### config.mk
export PLATFORM = sky130hd
export DESIGN_NAME = bpa_run_step
export DESIGN_NICKNAME = d
export VERILOG_FILES = /design/src/rtl/core/bpa_pkg.sv /design/src/rtl/core/bpa_run_step.sv
export SDC_FILE = /design/constraint.sdc
export NUM_CORES = 1
export LEC_CHECK = 0
export BUFFER_PORTS_ARGS = -buffer_cell sky130_fd_sc_hd__buf_4
export CAP_MARGIN = 20
export CELL_PAD_IN_SITES_DETAIL_PLACEMENT = 1
export CELL_PAD_IN_SITES_GLOBAL_PLACEMENT = 1
export CORE_UTILIZATION = 35
export DETAILED_ROUTE_END_ITERATION = 8
export PLACE_DENSITY_LB_ADDON = 0.12
export RECOVER_POWER = 100
export SYNTH_ARGS = -nofsm -noshare
export SYNTH_HDL_FRONTEND = slang
export SYNTH_SLANG_ARGS = --single-unit
### constraint.sdc
create_clock -name vclk -period 32
set_input_delay 1.6 -clock vclk [all_inputs]
set_output_delay 1.6 -clock vclk [all_outputs]
set_load 0.01 [all_outputs]
### src/rtl/core/bpa_pkg.sv
// ----------------------------------------------------------------------------
// bpa_pkg
// Shared constants, codes and types of the bitmap page allocator.
// ----------------------------------------------------------------------------
package bpa_pkg;

    localparam int BPA_PAGE_COUNT = 65536;
    localparam int PAGE_SHIFT     = 12;
    localparam int WORD_BITS      = 64;
    localparam int CHUNK_BITS     = 8;
    localparam int ADDR_W         = 28;
    localparam int ADDR_PAGE_W    = ADDR_W - PAGE_SHIFT;
    localparam int INDEX_W        = 16;
    localparam int COUNT_W        = 17;
    localparam int ALIGN_W        = 5;

    typedef enum logic [1:0] {
        KIND_ALLOC   = 2'd0,
        KIND_RELEASE = 2'd1,
        KIND_RESERVE = 2'd2,
        KIND_QUERY   = 2'd3
    } t_kind;

    typedef enum logic [1:0] {
        ST_OK         = 2'd0,
        ST_NO_RUN     = 2'd1,
        ST_ZERO_COUNT = 2'd2,
        ST_PAST_END   = 2'd3
    } t_status;

    typedef enum logic [3:0] {
        S_CLEAR,
        S_IDLE,
        S_AL_RD,
        S_AL_EVAL,
        S_MK_RD,
        S_MK_WR,
        S_Q_RD,
        S_Q_EVAL,
        S_RESP
    } t_state;

endpackage

### src/rtl/core/bpa_run_step.sv
// ----------------------------------------------------------------------------
// bpa_run_step
// Free-run tracker: advances the first-fit search over one 8-page chunk, or
// over a whole word at once when the word is all used or all free.
// ----------------------------------------------------------------------------
module bpa_run_step import bpa_pkg::*; #(
    parameter int WAW = 10,
    parameter int PGW = 16,
    parameter int RW  = 18
) (
    input  logic [WORD_BITS-1:0] i_data,
    input  logic [2:0]           i_chunk,
    input  logic [WAW-1:0]       i_word,
    input  logic [RW-1:0]        i_run,
    input  logic [PGW-1:0]       i_start,
    input  logic [PGW-1:0]       i_amask,
    input  logic [RW-1:0]        i_count,
    output logic [RW-1:0]        o_run,
    output logic [PGW-1:0]       o_start,
    output logic                 o_found,
    output logic                 o_last
);

    always_comb begin
        logic [CHUNK_BITS-1:0] bits;
        logic [PGW-1:0]        p;
        logic [RW-1:0]         run;
        logic [PGW-1:0]        start;
        logic                  stop;

        bits  = i_data[i_chunk*CHUNK_BITS +: CHUNK_BITS];
        run   = i_run;
        start = i_start;
        stop  = 1'b0;
        p     = {i_word, 6'd0};

        if (&i_data) begin
            run = '0;
            o_last = 1'b1;
        end else if (i_data == '0) begin
            // whole word free: extend the run or open one at the word start if aligned
            if (run != '0) begin
                run = run + RW'(WORD_BITS);
            end else if ((p & i_amask) == '0) begin
                start = p;
                run   = RW'(WORD_BITS);
            end
            stop   = (run != '0) && (run >= i_count);
            o_last = 1'b1;
        end else begin
            for (int k = 0; k < CHUNK_BITS; k++) begin
                p = {i_word, i_chunk, 3'(k)};
                if (!stop) begin
                    if (bits[k]) begin
                        run = '0;
                    end else if (run != '0 || (p & i_amask) == '0) begin
                        if (run == '0) begin
                            start = p;
                        end
                        run = run + RW'(1);
                        if (run == i_count) begin
                            stop = 1'b1;
                        end
                    end
                end
            end
            o_last = stop || (i_chunk == 3'd7);
        end

        o_run   = run;
        o_start = start;
        o_found = stop;
    end

endmodule

==> impl_results.md <==
* Fraction of layout cells with a size suffix above 1 at between 10% and 20%
* Post-DRT Antenna Nets at 0
* Achievable Freq at 39.5 MHz
* Hold slack at approximately 3.5 ns
* Setup violators final at 0
* Vias in the first global route at between 20000 and 25000
* Antenna violations before repair at 2
* GPL Wtd Cong at 1.01
* Int Pwr at between 0.1 and 0.15 mW
* Die area at about 46000 um^2
* Clock share of power at 0%
* # port buffers at between 150 and 200
* Leak Pwr at 5.92 nW
* Placed Area at 17500 um^2
* Final Hold Vio Count at 0
* Pwr Density at approximately 24 nW/um^2
* DRT Pass-1 Iters at 8
* Netlist Area Pre-Place at between 15000 and 20000 um^2
* Failing checks: capacitance limit, slew limit
* Syn avg cell area at about 6.6 um^2
* Post-CTS setup repair buffer count at 0
* Combinational fraction of design power at 100.0%
* Hold bufs inserted after CTS at 0
* Final period utilization at between 70% and 80%
* Synth unique cells at about 110
* Via count at ~22000
* Dpl cells at roughly 3000
* Post-DP HPWL at approximately 80000 um
* Crit path max-delay cell type: a41oi_1
* Num sequential at 0
* Sequential fraction of design power at 0%
* Hold depth at 3
* FF+latch area at 0 um^2
* Worst slew pin tran at 1.75 ns
* Maxcap violations at 2
* CLK BUF at 0
* Via/cell ratio at 7.24
* Dpl ws at between 10 and 15 ns
* Outcome: finished, violations left
* Net switching power at ~0.28 mW
* Max_slew headroom at -18.1%
* CP required at 30.40 ns
* Post-layout worst setup margin at approximately 6.7 ns
* Remaining Overflow, GRT at 0
* Slowest Stage Delay on Critical Path at roughly 1.4 ns
* Die Ht at 214 um
* Worst Hold Class: in2out
* Area of the multi-input gates at approximately 15000 um^2
* CP Class: in2out
* GRT Overall Usage at between 40% and 50%
* Design Area, Final at 17400 um^2
* Power Total at just over 0.4 mW
* Sw Share at about two thirds
* Die width at 214 um
* Critical Path Fanout Max at 25
* Mapped Cells at around 2400
* Net Count, Synth at between 2000 and 3000
* Final cell count without fillers at 3042
* Fillcell total at between 5000 and 6000
* RSZ-0062 raised after global routing: false
* Initial drt markers at 2706
* Largest net degree at the start of global routing at 42
* First-pass GRT wire length at roughly 140000 um
* Total number of yosys warnings at 0
* Crit start category: input port
* Layout overhead on the synthesized area at 11.1%
* DRC at 0
* Cts repair resizes at 0
* Final nets at 2632
* CP endpoint kind: output pin
* Final core utilization at between 30% and 40%
* Peak VDD IR at about 0.000016 V
* Crit path to: o_start[15]
* Core footprint at roughly 44000 um^2
* Starting density of the core at 35.4%
* Row count at slightly below 80
* Drt total wl at 101000 um
* Final min period at 25.35 ns
* Setup TNS at 0 ns
* Routed len/inst at 33.1 um
* Sequential area share after synthesis at 0%
* I/O pin total at between 150 and 200
* Arr. time, crit path at roughly 24 ns
* CP startpoint: i_chunk[0]
* Slew Viols, Final at 39
-- cell usage after synthesis (22+ instances only) --
| master | number | area [um^2] |
|---|---|---|
| clkbuf_1 | 100 | 375 |
| mux2i_1 | 36 | 360 |
| a21oi_1 | 123 | 616 |
| o31ai_1 | 33 | 248 |
| nor3_1 | 128 | 641 |
| o211ai_1 | 34 | 255 |
| a211oi_1 | 32 | 240 |
| nor4_1 | 77 | 482 |
| nand3_1 | 109 | 546 |
| xnor2_1 | 185 | 1620 |
| xor2_1 | 33 | 289 |
| o21ai_0 | 106 | 531 |
| ha_1 | 36 | 450 |
| or4_1 | 32 | 240 |
| buf_2 | 40 | 200 |
| o21a_1 | 24 | 180 |
| a31oi_1 | 45 | 282 |
| and2_1 | 22 | 138 |
| nand4_1 | 93 | 582 |
| o22ai_1 | 36 | 225 |
| inv_1 | 51 | 191 |
| or3_1 | 36 | 225 |
| nand2_1 | 202 | 758 |
| and3_1 | 38 | 238 |
| nor2_1 | 191 | 717 |
-- critical path: cells and delay by family --
kind / cells / cell delay, ns
AOI/OAI and AO/OA: 19 / 9.63
buffers and inverters: 7 / 2.80
xor gates and xnor gates: 1 / 0.22
and+or+nand+nor: 23 / 7.38
muxes: 2 / 0.62
adders and majority gates: 4 / 1.44
-- power by group through the flow --
stage | clock [mW] | combinational, mW | sequential [mW]
floorplan | 0 | 0.256 | 0
global placement | 0 | 0.399 | 0
detailed placement | 0 | 0.404 | 0
CTS | 0 | 0.405 | 0
global route | 0 | 0.433 | 0
finish | 0.00000000000498 | 0.413 | 0
-- final cells by class --
class | count | share of cell area, %
Timing Repair Buffer | 242 | 9.92
Antenna cell | 1 | 0.0144
Tap cell | 592 | 4.26
Inverter | 68 | 1.47
Multi-Input combinational cell | 2139 | 84.3
-- kinds of logic (layout without fill, tap and decap cells) --
kind of cell,Yosys count,in the layout,synth area share [%]
AO/OA/AOI/OAI,721,721,33.5
XOR/XNOR,235,235,14.6
adder cells (fa/ha/maj),36,36,2.88
buffers and inverters,229,310,6.07
multiplexers,78,78,6.47
other,0,1,0
AND/OR/NAND/NOR,1069,1069,36.5
-- metal layers --
metal	GRT usage [%]	routed length, um
met1	55.0	40700
met2	67.4	44000
met3	8.41	9830
met4	22.2	6180
met5	0	28
-- layout by cell type, fill, tap and decap left out, types with 13 or more instances in the layout --
cell type,count
o211ai_1,34
nor4_1,78
nand2b_1,20
clkbuf_1,23
a21o_1,18
xor2_1,33
or4_1,34
o21ai_0,108
a211o_1,13
o31ai_1,33
o31a_1,18
o2111ai_1,14
o21a_1,24
nor3_1,129
o21ai_1,13
mux4_2,16
and3_1,38
and2_1,22
a21oi_1,122
and4_1,21
inv_1,51
nand3_1,110
nand2_1,202
nor2b_1,13
a31oi_1,45
xnor3_1,16
mux2_2,14
mux2i_1,34
nand4_1,93
or3_1,36
nor2_1,191
buf_4,217
xnor2_1,185
ha_1,36
o22ai_1,36
a211oi_1,33
-- worst min path at each step --
stage	startpoint	end	slack, ns
global placement	i_start[9]	o_start[9]	3.49
finish	i_start[7]	o_start[7]	3.50
global route	i_start[10]	o_start[10]	3.50
floorplan	i_start[3]	o_start[3]	3.32
CTS	i_start[9]	o_start[9]	3.50
detailed placement	i_start[9]	o_start[9]	3.49
Power figures use the tool's default switching activity.
